==> config.mk <==
export PLATFORM = sky130hd
export DESIGN_NAME = pid_position_ramp_pwm_core
export DESIGN_NICKNAME = d
export VERILOG_FILES = /design/src/design/pprp_pkg.sv /design/src/design/pprp_cfg_regs.sv /design/src/design/pprp_ucode_rom.sv /design/src/design/pprp_sequencer.sv /design/src/design/pprp_datapath.sv /design/src/design/pid_position_ramp_pwm_core.sv
export VERILOG_INCLUDE_DIRS = /design/src /design/src/design
export SDC_FILE = /design/constraint.sdc
export NUM_CORES = 2
export LEC_CHECK = 0
export BUFFER_PORTS_ARGS = -buffer_cell sky130_fd_sc_hd__buf_2
export CORE_MARGIN = 10
export CORE_UTILIZATION = 33
export DETAILED_ROUTE_END_ITERATION = 12
export GPL_ROUTABILITY_DRIVEN = 0
export GPL_TIMING_DRIVEN = 0
export PLACE_DENSITY = 0.58
export SLEW_MARGIN = 10
export SYNTH_ARGS = -nofsm -noshare
export SYNTH_HDL_FRONTEND = slang
export SYNTH_SLANG_ARGS = --single-unit
==> constraint.sdc <==
create_clock -name clk -period 28.5 [get_ports clk]
set_input_delay 5.7 -clock clk [delete_from_list [all_inputs] [get_ports clk]]
set_output_delay 5.7 -clock clk [all_outputs]
set_load 0.01 [all_outputs]
==> src/design/assert_macros.svh <==
// Assertion helpers; empty when SYNTHESIS is defined.
`ifndef ASSERT_MACROS_SVH
`define ASSERT_MACROS_SVH
`ifndef SYNTHESIS
`define ASSERT_IMPLIES(lbl, clk, rst, ante, cons, msg) \
  lbl: assert property (@(posedge clk) disable iff (rst) (ante) |-> (cons)) \
    else $error(msg);
`define ASSERT_NEXT(lbl, clk, rst, ante, cons, msg) \
  lbl: assert property (@(posedge clk) disable iff (rst) (ante) |=> (cons)) \
    else $error(msg);
`else
`define ASSERT_IMPLIES(lbl, clk, rst, ante, cons, msg)
`define ASSERT_NEXT(lbl, clk, rst, ante, cons, msg)
`endif
`endif

==> src/design/pprp_pkg.sv <==
`timescale 1ns / 1ps
package pprp_pkg;

  localparam int STEP_W      = 5;
  localparam int U_W         = 63;
  localparam int MAG_W       = 63;
  localparam int TERM_W      = 61;
  localparam int PROD_W      = 64;
  localparam int PART_W      = 48;
  localparam int PWM_W       = 12;
  localparam int CMD_W       = 13;
  localparam int POS_W       = 32;
  localparam int TW_OUT_W    = 32;
  localparam int IN_DATA_W   = 32;
  localparam int OUT_DATA_W  = 48;
  localparam int CFG_INDEX_W = 3;
  localparam int CFG_DATA_W  = 32;

  localparam logic [STEP_W-1:0] STEP_IDLE = '0;
  localparam logic [STEP_W-1:0] STEP_LAST = 5'd25;

  localparam logic [TERM_W-1:0] TERM_LIMIT = {1'b1, 60'd0};
  localparam logic [PWM_W-1:0]  PWM_MAX    = '1;

  localparam logic [23:0] RST_TARGET_STEP = 24'd229376;
  localparam logic [31:0] RST_GAIN_P      = 32'd1966080;
  localparam logic [31:0] RST_GAIN_D      = 32'd196608000;
  localparam logic [31:0] RST_GAIN_I      = 32'd3277;
  localparam logic [11:0] RST_PWM_FLOOR   = 12'd1290;
  localparam logic [11:0] RST_PWM_CEILING = 12'd2047;
  localparam logic [15:0] RST_PWM_SLOPE   = 16'd24236;

  typedef enum logic [CFG_INDEX_W-1:0] {
    REG_TARGET_STEP  = 3'd0,
    REG_GAIN_P       = 3'd1,
    REG_GAIN_D       = 3'd2,
    REG_GAIN_I       = 3'd3,
    REG_PWM_FLOOR    = 3'd4,
    REG_PWM_CEILING  = 3'd5,
    REG_PWM_SLOPE    = 3'd6
  } reg_index_t;

  typedef struct packed {
    logic [23:0] target_step;
    logic [31:0] gain_p;
    logic [31:0] gain_d;
    logic [31:0] gain_i;
    logic [11:0] pwm_floor;
    logic [11:0] pwm_ceiling;
    logic [15:0] pwm_slope;
  } cfg_t;

  typedef enum logic [3:0] {
    OP_IDLE,
    OP_TARGET,
    OP_ERROR,
    OP_DIFF,
    OP_LOAD_MAG,
    OP_MUL_LO,
    OP_MUL_HI,
    OP_TERM,
    OP_ACCUM,
    OP_CLAMP,
    OP_PWM,
    OP_EMIT
  } op_t;

  typedef enum logic [1:0] {
    SRC_ERROR,
    SRC_DIFF,
    SRC_SUM,
    SRC_CONTROL
  } src_t;

  typedef enum logic [1:0] {
    GAIN_P,
    GAIN_D,
    GAIN_I,
    GAIN_SLOPE
  } gain_t;

  typedef enum logic [1:0] {
    COND_ALWAYS,
    COND_IN_VALID,
    COND_OUT_FREE
  } cond_t;

  typedef struct packed {
    op_t               op;
    src_t              src;
    gain_t             gain;
    cond_t             cond;
    logic [STEP_W-1:0] target;
  } ctrl_word_t;

  typedef struct packed {
    logic in_valid;
    logic out_free;
  } status_t;

endpackage

==> src/design/pprp_cfg_regs.sv <==
`timescale 1ns / 1ps
module pprp_cfg_regs import pprp_pkg::*; (
  input  logic                   clk,
  input  logic                   rst,
  input  logic                   cfg_valid,
  output logic                   cfg_ready,
  input  logic [CFG_INDEX_W-1:0] cfg_index,
  input  logic [CFG_DATA_W-1:0]  cfg_data,
  output cfg_t                   cfg
);

  assign cfg_ready = 1'b1;

  always_ff @(posedge clk) begin
    if (rst) begin
      cfg.target_step <= RST_TARGET_STEP;
      cfg.gain_p      <= RST_GAIN_P;
      cfg.gain_d      <= RST_GAIN_D;
      cfg.gain_i      <= RST_GAIN_I;
      cfg.pwm_floor   <= RST_PWM_FLOOR;
      cfg.pwm_ceiling <= RST_PWM_CEILING;
      cfg.pwm_slope   <= RST_PWM_SLOPE;
    end else if (cfg_valid) begin
      case (cfg_index)
        REG_TARGET_STEP: cfg.target_step <= cfg_data[23:0];
        REG_GAIN_P:      cfg.gain_p      <= cfg_data;
        REG_GAIN_D:      cfg.gain_d      <= cfg_data;
        REG_GAIN_I:      cfg.gain_i      <= cfg_data;
        REG_PWM_FLOOR:   cfg.pwm_floor   <= cfg_data[11:0];
        REG_PWM_CEILING: cfg.pwm_ceiling <= cfg_data[11:0];
        REG_PWM_SLOPE:   cfg.pwm_slope   <= cfg_data[15:0];
        default: ;
      endcase
    end
  end

endmodule

==> src/design/pprp_ucode_rom.sv <==
`timescale 1ns / 1ps
module pprp_ucode_rom import pprp_pkg::*; (
  input  logic [STEP_W-1:0] addr,
  output ctrl_word_t        word
);

  // Per tick: error update, then three gain terms (|x| lo/hi multiply,
  // saturate, accumulate), then |u| scaled onto the PWM range.
  always_comb begin
    word.op     = OP_IDLE;
    word.src    = SRC_ERROR;
    word.gain   = GAIN_P;
    word.cond   = COND_ALWAYS;
    word.target = addr + 1'b1;
    case (addr)
      5'd0: begin
        word.op   = OP_IDLE;
        word.cond = COND_IN_VALID;
      end
      5'd1:  word.op = OP_TARGET;
      5'd2:  word.op = OP_ERROR;
      5'd3:  word.op = OP_DIFF;
      5'd4: begin
        word.op  = OP_LOAD_MAG;
        word.src = SRC_ERROR;
      end
      5'd5: begin
        word.op   = OP_MUL_LO;
        word.gain = GAIN_P;
      end
      5'd6: begin
        word.op   = OP_MUL_HI;
        word.gain = GAIN_P;
      end
      5'd7:  word.op = OP_TERM;
      5'd8:  word.op = OP_ACCUM;
      5'd9: begin
        word.op  = OP_LOAD_MAG;
        word.src = SRC_DIFF;
      end
      5'd10: begin
        word.op   = OP_MUL_LO;
        word.gain = GAIN_D;
      end
      5'd11: begin
        word.op   = OP_MUL_HI;
        word.gain = GAIN_D;
      end
      5'd12: word.op = OP_TERM;
      5'd13: word.op = OP_ACCUM;
      5'd14: begin
        word.op  = OP_LOAD_MAG;
        word.src = SRC_SUM;
      end
      5'd15: begin
        word.op   = OP_MUL_LO;
        word.gain = GAIN_I;
      end
      5'd16: begin
        word.op   = OP_MUL_HI;
        word.gain = GAIN_I;
      end
      5'd17: word.op = OP_TERM;
      5'd18: word.op = OP_ACCUM;
      5'd19: begin
        word.op  = OP_LOAD_MAG;
        word.src = SRC_CONTROL;
      end
      5'd20: word.op = OP_CLAMP;
      5'd21: begin
        word.op   = OP_MUL_LO;
        word.gain = GAIN_SLOPE;
      end
      5'd22: begin
        word.op   = OP_MUL_HI;
        word.gain = GAIN_SLOPE;
      end
      5'd23: word.op = OP_TERM;
      5'd24: word.op = OP_PWM;
      5'd25: begin
        word.op     = OP_EMIT;
        word.cond   = COND_OUT_FREE;
        word.target = STEP_IDLE;
      end
      default: begin
        word.op     = OP_IDLE;
        word.target = STEP_IDLE;
      end
    endcase
  end

endmodule

==> src/design/pprp_sequencer.sv <==
`timescale 1ns / 1ps
module pprp_sequencer import pprp_pkg::*; (
  input  logic              clk,
  input  logic              rst,
  input  ctrl_word_t        word,
  input  status_t           status,
  output logic [STEP_W-1:0] step
);

  logic                advance;
  logic [STEP_W-1:0]   step_next;

  always_comb begin
    case (word.cond)
      COND_ALWAYS:   advance = 1'b1;
      COND_IN_VALID: advance = status.in_valid;
      COND_OUT_FREE: advance = status.out_free;
      default:       advance = 1'b1;
    endcase
    step_next = advance ? word.target : step;
  end

  always_ff @(posedge clk) begin
    if (rst) begin
      step <= STEP_IDLE;
    end else begin
      step <= step_next;
    end
  end

endmodule

==> src/design/pprp_datapath.sv <==
`timescale 1ns / 1ps
module pprp_datapath import pprp_pkg::*; #(
  parameter int POSITION_BITS = 32,
  parameter int FRACTION_BITS = 16
) (
  input  logic                  clk,
  input  logic                  rst,
  input  ctrl_word_t            word,
  input  cfg_t                  cfg,
  output status_t               status,
  input  logic                  s_tvalid,
  output logic                  s_tready,
  input  logic [IN_DATA_W-1:0]  s_tdata,
  output logic                  m_tvalid,
  input  logic                  m_tready,
  output logic [OUT_DATA_W-1:0] m_tdata,
  output logic                  m_tuser
);

  localparam int ACC_BITS = (POSITION_BITS + FRACTION_BITS > 62) ? 62
                            : POSITION_BITS + FRACTION_BITS;
  localparam int SCALED_W = POS_W + FRACTION_BITS;
  localparam int ERR_W    = ((ACC_BITS > SCALED_W) ? ACC_BITS : SCALED_W) + 1;
  localparam int TW_W     = ACC_BITS + TW_OUT_W;
  localparam int PAD_W    = OUT_DATA_W - CMD_W - TW_OUT_W;

  localparam logic signed [ACC_BITS-1:0] ACC_MAX = {1'b0, {(ACC_BITS-1){1'b1}}};
  localparam logic signed [ACC_BITS-1:0] ACC_MIN = {1'b1, {(ACC_BITS-1){1'b0}}};

  logic signed [POS_W-1:0]    position;
  logic [ACC_BITS-1:0]        target_accum;
  logic signed [ACC_BITS-1:0] last_error;
  logic signed [ACC_BITS-1:0] error_sum;
  logic signed [ACC_BITS-1:0] err;
  logic signed [ACC_BITS:0]   diff;
  logic [MAG_W-1:0]           mag;
  logic                       neg;
  logic [PROD_W-1:0]          prod;
  logic [PART_W-1:0]          part;
  logic [TERM_W-1:0]          term;
  logic signed [U_W-1:0]      u;
  logic                       clamped;
  logic [PWM_W-1:0]           pwm;

  logic signed [ACC_BITS-1:0] tgt_s;
  logic signed [ERR_W-1:0]    pos_scaled;
  logic signed [ERR_W-1:0]    err_wide;
  logic [ERR_W-ACC_BITS:0]    err_upper;
  logic signed [ACC_BITS-1:0] err_sat;
  logic signed [ACC_BITS:0]   sum_wide;
  logic signed [ACC_BITS-1:0] sum_sat;
  logic signed [PROD_W-1:0]   src_val;
  logic [PROD_W-1:0]          src_abs;
  logic [31:0]                mul_a;
  logic [31:0]                mul_b;
  logic [PROD_W-1:0]          mul_p;
  logic [TERM_W-1:0]          term_sum;
  logic [TERM_W-1:0]          term_next;
  logic [U_W-1:0]             term_ext;
  logic [TERM_W-1:0]          scaled;
  logic                       scaled_over;
  logic [PWM_W:0]             pwm_sum;
  logic [CMD_W-1:0]           cmd;
  logic signed [TW_W-1:0]     tgt_ext;
  logic signed [TW_W-1:0]     tgt_shift;
  logic                       out_free;

  assign out_free        = !m_tvalid || m_tready;
  assign s_tready        = (word.op == OP_IDLE);
  assign status.in_valid = s_tvalid;
  assign status.out_free = out_free;

  // error = sat(target - position * 2^F)
  assign tgt_s      = signed'(target_accum);
  assign pos_scaled = ERR_W'(position) <<< FRACTION_BITS;
  assign err_wide   = ERR_W'(tgt_s) - pos_scaled;
  assign err_upper  = err_wide[ERR_W-1:ACC_BITS-1];
  always_comb begin
    if (&err_upper || ~|err_upper) begin
      err_sat = err_wide[ACC_BITS-1:0];
    end else begin
      err_sat = err_wide[ERR_W-1] ? ACC_MIN : ACC_MAX;
    end
  end

  assign sum_wide = (ACC_BITS+1)'(error_sum) + (ACC_BITS+1)'(err);
  always_comb begin
    if (sum_wide[ACC_BITS] == sum_wide[ACC_BITS-1]) begin
      sum_sat = sum_wide[ACC_BITS-1:0];
    end else begin
      sum_sat = sum_wide[ACC_BITS] ? ACC_MIN : ACC_MAX;
    end
  end

  always_comb begin
    case (word.src)
      SRC_ERROR:   src_val = PROD_W'(err);
      SRC_DIFF:    src_val = PROD_W'(diff);
      SRC_SUM:     src_val = PROD_W'(error_sum);
      SRC_CONTROL: src_val = PROD_W'(u);
      default:     src_val = '0;
    endcase
    src_abs = src_val[PROD_W-1] ? PROD_W'(-src_val) : PROD_W'(src_val);
  end

  // shared 32x32 multiplier, magnitude in two halves
  assign mul_a = (word.op == OP_MUL_HI) ? 32'(mag[MAG_W-1:32]) : mag[31:0];
  always_comb begin
    case (word.gain)
      GAIN_P:     mul_b = cfg.gain_p;
      GAIN_D:     mul_b = cfg.gain_d;
      GAIN_I:     mul_b = cfg.gain_i;
      GAIN_SLOPE: mul_b = 32'(cfg.pwm_slope);
      default:    mul_b = '0;
    endcase
  end
  assign mul_p = mul_a * mul_b;

  // (hi << 16) + (lo >> 16), saturated at 2^60
  assign term_sum  = TERM_W'({prod[43:0], 16'd0}) + TERM_W'(part);
  assign term_next = (|prod[PROD_W-1:44] || term_sum > TERM_LIMIT) ? TERM_LIMIT : term_sum;
  assign term_ext  = U_W'(term);

  assign scaled      = term >> FRACTION_BITS;
  assign scaled_over = |scaled[TERM_W-1:PWM_W];
  assign pwm_sum     = {1'b0, cfg.pwm_floor} + {1'b0, scaled[PWM_W-1:0]};

  assign cmd       = neg ? CMD_W'(-{1'b0, pwm}) : {1'b0, pwm};
  assign tgt_ext   = TW_W'(tgt_s);
  assign tgt_shift = tgt_ext >>> FRACTION_BITS;

  always_ff @(posedge clk) begin
    if (rst) begin
      target_accum <= '0;
      last_error   <= '0;
      error_sum    <= '0;
      m_tvalid     <= 1'b0;
    end else begin
      if (word.op == OP_EMIT && out_free) begin
        m_tvalid <= 1'b1;
      end else if (m_tready) begin
        m_tvalid <= 1'b0;
      end
      case (word.op)
        OP_IDLE: begin
          if (s_tvalid) begin
            position <= signed'(s_tdata);
          end
        end
        OP_TARGET: begin
          target_accum <= target_accum + ACC_BITS'(cfg.target_step);
          u            <= '0;
        end
        OP_ERROR: err <= err_sat;
        OP_DIFF: begin
          diff       <= (ACC_BITS+1)'(err) - (ACC_BITS+1)'(last_error);
          error_sum  <= sum_sat;
          last_error <= err;
        end
        OP_LOAD_MAG: begin
          mag <= src_abs[MAG_W-1:0];
          if (word.src == SRC_CONTROL) begin
            neg <= u[U_W-1] || (u == '0);
          end else begin
            neg <= src_val[PROD_W-1];
          end
        end
        OP_MUL_LO: prod <= mul_p;
        OP_MUL_HI: begin
          part <= prod[PROD_W-1:16];
          prod <= mul_p;
        end
        OP_TERM: term <= term_next;
        OP_ACCUM: begin
          if (neg) begin
            u <= u - signed'(term_ext);
          end else begin
            u <= u + signed'(term_ext);
          end
        end
        OP_CLAMP: clamped <= mag > MAG_W'({cfg.pwm_ceiling, {FRACTION_BITS{1'b0}}});
        OP_PWM: begin
          if (clamped) begin
            pwm <= cfg.pwm_ceiling;
          end else if (scaled_over || pwm_sum[PWM_W]) begin
            pwm <= PWM_MAX;
          end else begin
            pwm <= pwm_sum[PWM_W-1:0];
          end
        end
        OP_EMIT: begin
          if (out_free) begin
            m_tdata  <= {{PAD_W{1'b0}}, tgt_shift[TW_OUT_W-1:0], cmd};
            m_tuser  <= clamped;
          end
        end
        default: ;
      endcase
    end
  end

endmodule

==> src/design/pid_position_ramp_pwm_core.sv <==
`timescale 1ns / 1ps
// The result beat is registered in the emit step, which waits for a free output register.
// One item is in flight at a time: a new input beat is taken only in the idle step of the
// 26-step microprogram that runs all eight products through one shared 32x32 multiplier.
// Reset (rst, synchronous): target, last error and error sum go to zero,
// registers to their defaults, the output register empties.
`include "assert_macros.svh"
module pid_position_ramp_pwm_core import pprp_pkg::*; #(
  parameter int POSITION_BITS = 32,
  parameter int FRACTION_BITS = 16
) (
  input  logic                   clk,
  input  logic                   rst,
  input  logic                   s_tvalid,
  output logic                   s_tready,
  input  logic [IN_DATA_W-1:0]   s_tdata,   // [31:0] measured_position
  output logic                   m_tvalid,
  input  logic                   m_tready,
  output logic [OUT_DATA_W-1:0]  m_tdata,   // [12:0] pwm_command, [44:13] target_whole
  output logic                   m_tuser,   // [0] output_clamped
  input  logic                   cfg_valid,
  output logic                   cfg_ready,
  input  logic [CFG_INDEX_W-1:0] cfg_index,
  input  logic [CFG_DATA_W-1:0]  cfg_data
);

  cfg_t              cfg;
  ctrl_word_t        word;
  status_t           status;
  logic [STEP_W-1:0] step;

  pprp_cfg_regs u_cfg_regs (
    .clk       (clk),
    .rst       (rst),
    .cfg_valid (cfg_valid),
    .cfg_ready (cfg_ready),
    .cfg_index (cfg_index),
    .cfg_data  (cfg_data),
    .cfg       (cfg)
  );

  pprp_sequencer u_sequencer (
    .clk    (clk),
    .rst    (rst),
    .word   (word),
    .status (status),
    .step   (step)
  );

  pprp_ucode_rom u_ucode_rom (
    .addr (step),
    .word (word)
  );

  pprp_datapath #(
    .POSITION_BITS (POSITION_BITS),
    .FRACTION_BITS (FRACTION_BITS)
  ) u_datapath (
    .clk      (clk),
    .rst      (rst),
    .word     (word),
    .cfg      (cfg),
    .status   (status),
    .s_tvalid (s_tvalid),
    .s_tready (s_tready),
    .s_tdata  (s_tdata),
    .m_tvalid (m_tvalid),
    .m_tready (m_tready),
    .m_tdata  (m_tdata),
    .m_tuser  (m_tuser)
  );

  `ASSERT_NEXT(a_one_item_in_flight, clk, rst, s_tvalid && s_tready, !s_tready, "input taken while busy")
  `ASSERT_IMPLIES(a_load_on_emit, clk, rst, $rose(m_tvalid), $past(word.op == OP_EMIT), "result without emit step")
  `ASSERT_IMPLIES(a_step_range, clk, rst, 1'b1, step <= STEP_LAST, "step counter out of program")

endmodule

==> summary by stage <==
Clock network
TritonCTS built the clock tree. The clock passes through at most 3 buffers. Clock latency on the worst-skew pair, taken at its later pin, is 750 ps. After clock tree synthesis, the clock-pin slew on the worst setup and hold paths is 70 ps. The setup fix buffers added after clock tree synthesis is 0. The H-tree was split into 3 levels. The number of clock buffers inserted by TritonCTS is 89.

The number of hold buffers added after CTS is 0. The number of gates resized after cts is 0. The root buffer cell is clkbuf_16. The number of clock sinks is 798.

Logic synthesis
The synthesized design contains 488 enable-type register cells. The post-synthesis instance area is 78800 µm². After synthesis, flip-flops and latches occupy 26.5% of the total area. The number of distinct standard cells referenced by the synthesized netlist is 98. For this run, the number of Yosys warnings is 0. Summed over its instances, the top area cell type makes up 22.9% of the synthesized netlist area.

Ranked by total cell area, the synthesized netlist is headed by fa_1, edfxtp_1, ha_1. The share of flip-flops with an asynchronous set or reset is 0%. For this run, the leading register cell type out of synthesis is edfxtp_1. The cell type with the largest total area after synthesis is fa_1. The number of instances in the synthesized netlist is 8750.

Dividing the synthesized area by the synthesized cell count gives 9.01 µm². The flip-flop and latch count after synthesis is 798.

Hold path
The startpoint identified for the worst hold timing path is u_datapath.prod[56]. The number of cells on the worst hold path is 0. For hold timing, the worst endpoint is u_datapath.part[40]. In this run the worst hold path is classified as flop to flop.

Layout
The multi-input combinational cell area is 52400 µm². In the final layout, the share of cells above drive strength 1 is 5.44%. Across the whole layout, storage elements account for 20900 µm².

From synthesis to final layout, the design area changed by 10.9%. The layout has 24100 filler cells. At the end of the flow, the number of nets in the layout was 10500.

Global route
The number of antenna violations at the first check in global routing is 17. The met1 global-route usage is 28.9%. The global-route met3 utilization is 7.97%.

The first-pass GRT wire length is 435 mm. The layer flagged by global routing as most heavily used is met2. Entering global routing, the biggest net connects 59 pins. For this run, global-route usage on met2 was measured as 32.4%. Summed over all layers, the global routing overflow is 0. The number of global-route vias before repair came to 66600. Global routing used 22.3% of the available tracks.

Power
The cell area power density is 65.6 nW/µm². In this run the static leakage power is 37.6 nW. The highest ir drop seen on vdd is 0.0779 mV.

Critical path
The startpoint identified for the worst register-to-register timing path is u_sequencer.step[0]. STA classifies the critical path startpoint as a flop. The critical path starts at u_sequencer.step[0].

STA puts the critical path data required time at 28950 ps. The kind of critical path is flop to flop. The category of the worst setup path capture point is a flop. In this run the critical register-to-register path is captured at u_datapath.prod[63]. The slowest stage of the critical path belongs to the cell mux2i_1. The most frequent cell on the critical path is fa_1.

The worst register-to-register path has a setup slack of 15220 ps. The depth of the most critical reg-to-reg path is 37. At the worst endpoint, the arrival time is 13740 ps. In this run the worst path has a maximum fanout of 11.

On the worst path, the slowest cell contributes a delay of 970 ps.

Timing
Static timing analysis puts the maximum clock frequency at 75.3 MHz. The largest clock skew in the final design is 60.1 ps. In the final timing run, aggregate negative setup slack is 0 ps.

The tightest slew margin relative to the limit is -2.30%. The number of max-slew violations in the final report is 5. The final hold violation count is 0.

The tightest hold path in the finished design has a slack of 451 ps. Setup repair after global routing left no endpoint under its margin. The transition time at the pin with the least slew margin is 1520 ps. The shortest period the worst path allows is 13280 ps. In the finished design, the share of the clock period the worst path needs comes to 46.6%. Setup slack closes at 15220 ps.

The count of endpoints failing setup in the final report is 0.

Placed design
After legalization and detailed placement, the total HPWL measured 242 mm. The setup slack at placement is 15500 ps. Port buffering added 118 buffers.

Routing
The average via count per standard cell is 5.51. Across all layers, the routed design uses 67600 vias. The number of DRC markers in iteration 0 is 8264. The post-route DRC violation count is 1. The count of antenna-violating nets left after detailed routing is 0. The first detailed-routing pass took 13 iterations.

In the final routed layout, each cell accounts on average for 24.3 µm. The routed design has 298 mm of wire.

Floorplan
The area of the die is 259000 µm². The effective utilization at floorplan is 33.1%. After floorplanning, the core was divided into 179 placement rows.

The core region is 238000 µm². Pin placement for this block handled 124 I/O pins. The horizontal die dimension is 509 µm. The overall die height is 509 µm.

Status
The final reports fail on design-rule violations, max-capacitance violations, max-slew violations. The flow ran to the end, but the final reports show violations.

Job
The number of maximum-capacitance constraint violations is 1.
==> layer usage <==
layer  share of wire (%)  routed length [µm]  vias to the layer above
met5                0.14                 412                        -
met2                  41              121000                     4041
met4                 6.7               19900                       18
li1                    -                   -                    29500
met1                  40              119000                    33100
met3                  13               37200                      960
==> state kept, by name, summed over array words and instances, names as in the netlist, 5 cells and up <==
name and flops:
u_datapath.u 63, u_datapath.pwm 12, u_cfg_regs.cfg 160, u_datapath.position 32
u_datapath.term 61, u_datapath.prod 64, u_sequencer.step 5, u_datapath.err 48
u_datapath.target_accum 48, u_datapath.diff 49, u_datapath.m_tdata 45, u_datapath.last_error 48
u_datapath.error_sum 48, u_datapath.part 48, u_datapath.mag 63
==> layout make-up <==
class / count / share of cell area (%)
Antenna cell: 17 / 0.0487
Tap cell: 3167 / 4.53
Multi-Input combinational cell: 6444 / 60.0
Sequential cell: 798 / 23.9
Clock buffer: 120 / 2.83
Clock inverter: 44 / 0.803
Timing Repair Buffer: 160 / 1.29
Inverter: 1094 / 4.70
Buffer: 416 / 1.93
==> how the worst max path moves through the flow <==
stage                     slack [ps]                endpoint  cells after the start
final                          15220     u_datapath.prod[63]                     37
after global routing           14770     u_datapath.prod[63]                     37
after CTS                      15410     u_datapath.prod[63]                     39
after detailed placement       15500     u_datapath.prod[63]                     39
after global placement         14910  u_datapath.position[0]                      3
after floorplan                18260     u_datapath.prod[58]                     36
==> power breakdown <==
part	switching, mW	internal (mW)
combinational	1.89	1.05
sequential	0.128	1.41
clock	0.519	0.735
==> synth_stat cells (10+ instances only) <==
cell type and instances:
and3_1 43, mux2_2 40, buf_1 22, a211oi_1 89, a22oi_1 25, a21o_1 219, and2_1 32, nor3_1 70
clkbuf_1 332, a221oi_1 14, fa_1 903, xor2_1 150, a21boi_0 14, inv_1 1093, mux2i_1 47, a31oi_1 57
maj3_1 11, o211ai_1 25, or3_1 32, ha_1 540, a211o_1 17, nand2b_1 55, edfxtp_1 488, dfxtp_1 310
nor3b_1 10, o21a_1 58, buf_2 50, o21ai_0 242, nand4_1 65, o21ai_1 27, or2_2 12, o21bai_1 47
nor2_1 1032, xnor2_1 288, a21oi_1 630, nor2b_1 75, nand3b_1 12, a222oi_1 50, nand2_1 1162, nand3_1 128
nor4_1 45, o31ai_1 25
==> cells by family after synthesis <==
logic type,after synthesis,share of synthesized area (%)
AND/OR/NAND/NOR,2826,15.5
AO/OA/AOI/OAI,1634,13.0
buffers and inverters,1510,7.34
adder cells (fa/ha/maj),1454,31.6
flip-flops,798,26.5
XOR/XNOR,438,4.87
multiplexers,88,1.19
other,2,0.00953
==> through the flow <==
step	power, mW	area, µm²	util [%]	instances
6_report	5.73	87400	36.7	12300
5_1_grt	6.06	87400	36.7	12200
4_1_cts	5.64	87300	36.7	12200
3_5_place_dp	4.37	84200	35.4	12100
3_3_place_gp	4.32	83400	35.1	12000
2_1_floorplan	3.37	78800	-	8752
==> worst max-delay path, delay by kind of cell (launching register included) <==
family          cells  cell delay [ps]
fa+ha+maj          10             4730
simple gates        6             1470
flops               1              360
xor+xnor            1              110
buf+inv             7             2210
mux                 1              970
compound gates     12             3120
==> cell usage in the layout (no fill, tap or decap), types with 219 or more instances in the layout <==
| cell | n |
|---|---|
| a21o_1 | 219 |
| a21oi_1 | 628 |
| clkbuf_1 | 345 |
| dfxtp_1 | 310 |
| edfxtp_1 | 488 |
| fa_1 | 903 |
| ha_1 | 540 |
| inv_1 | 1093 |
| nand2_1 | 1162 |
| nor2_1 | 1028 |
| o21ai_0 | 234 |
| xnor2_1 | 288 |
Power figures use the tool's default switching activity.
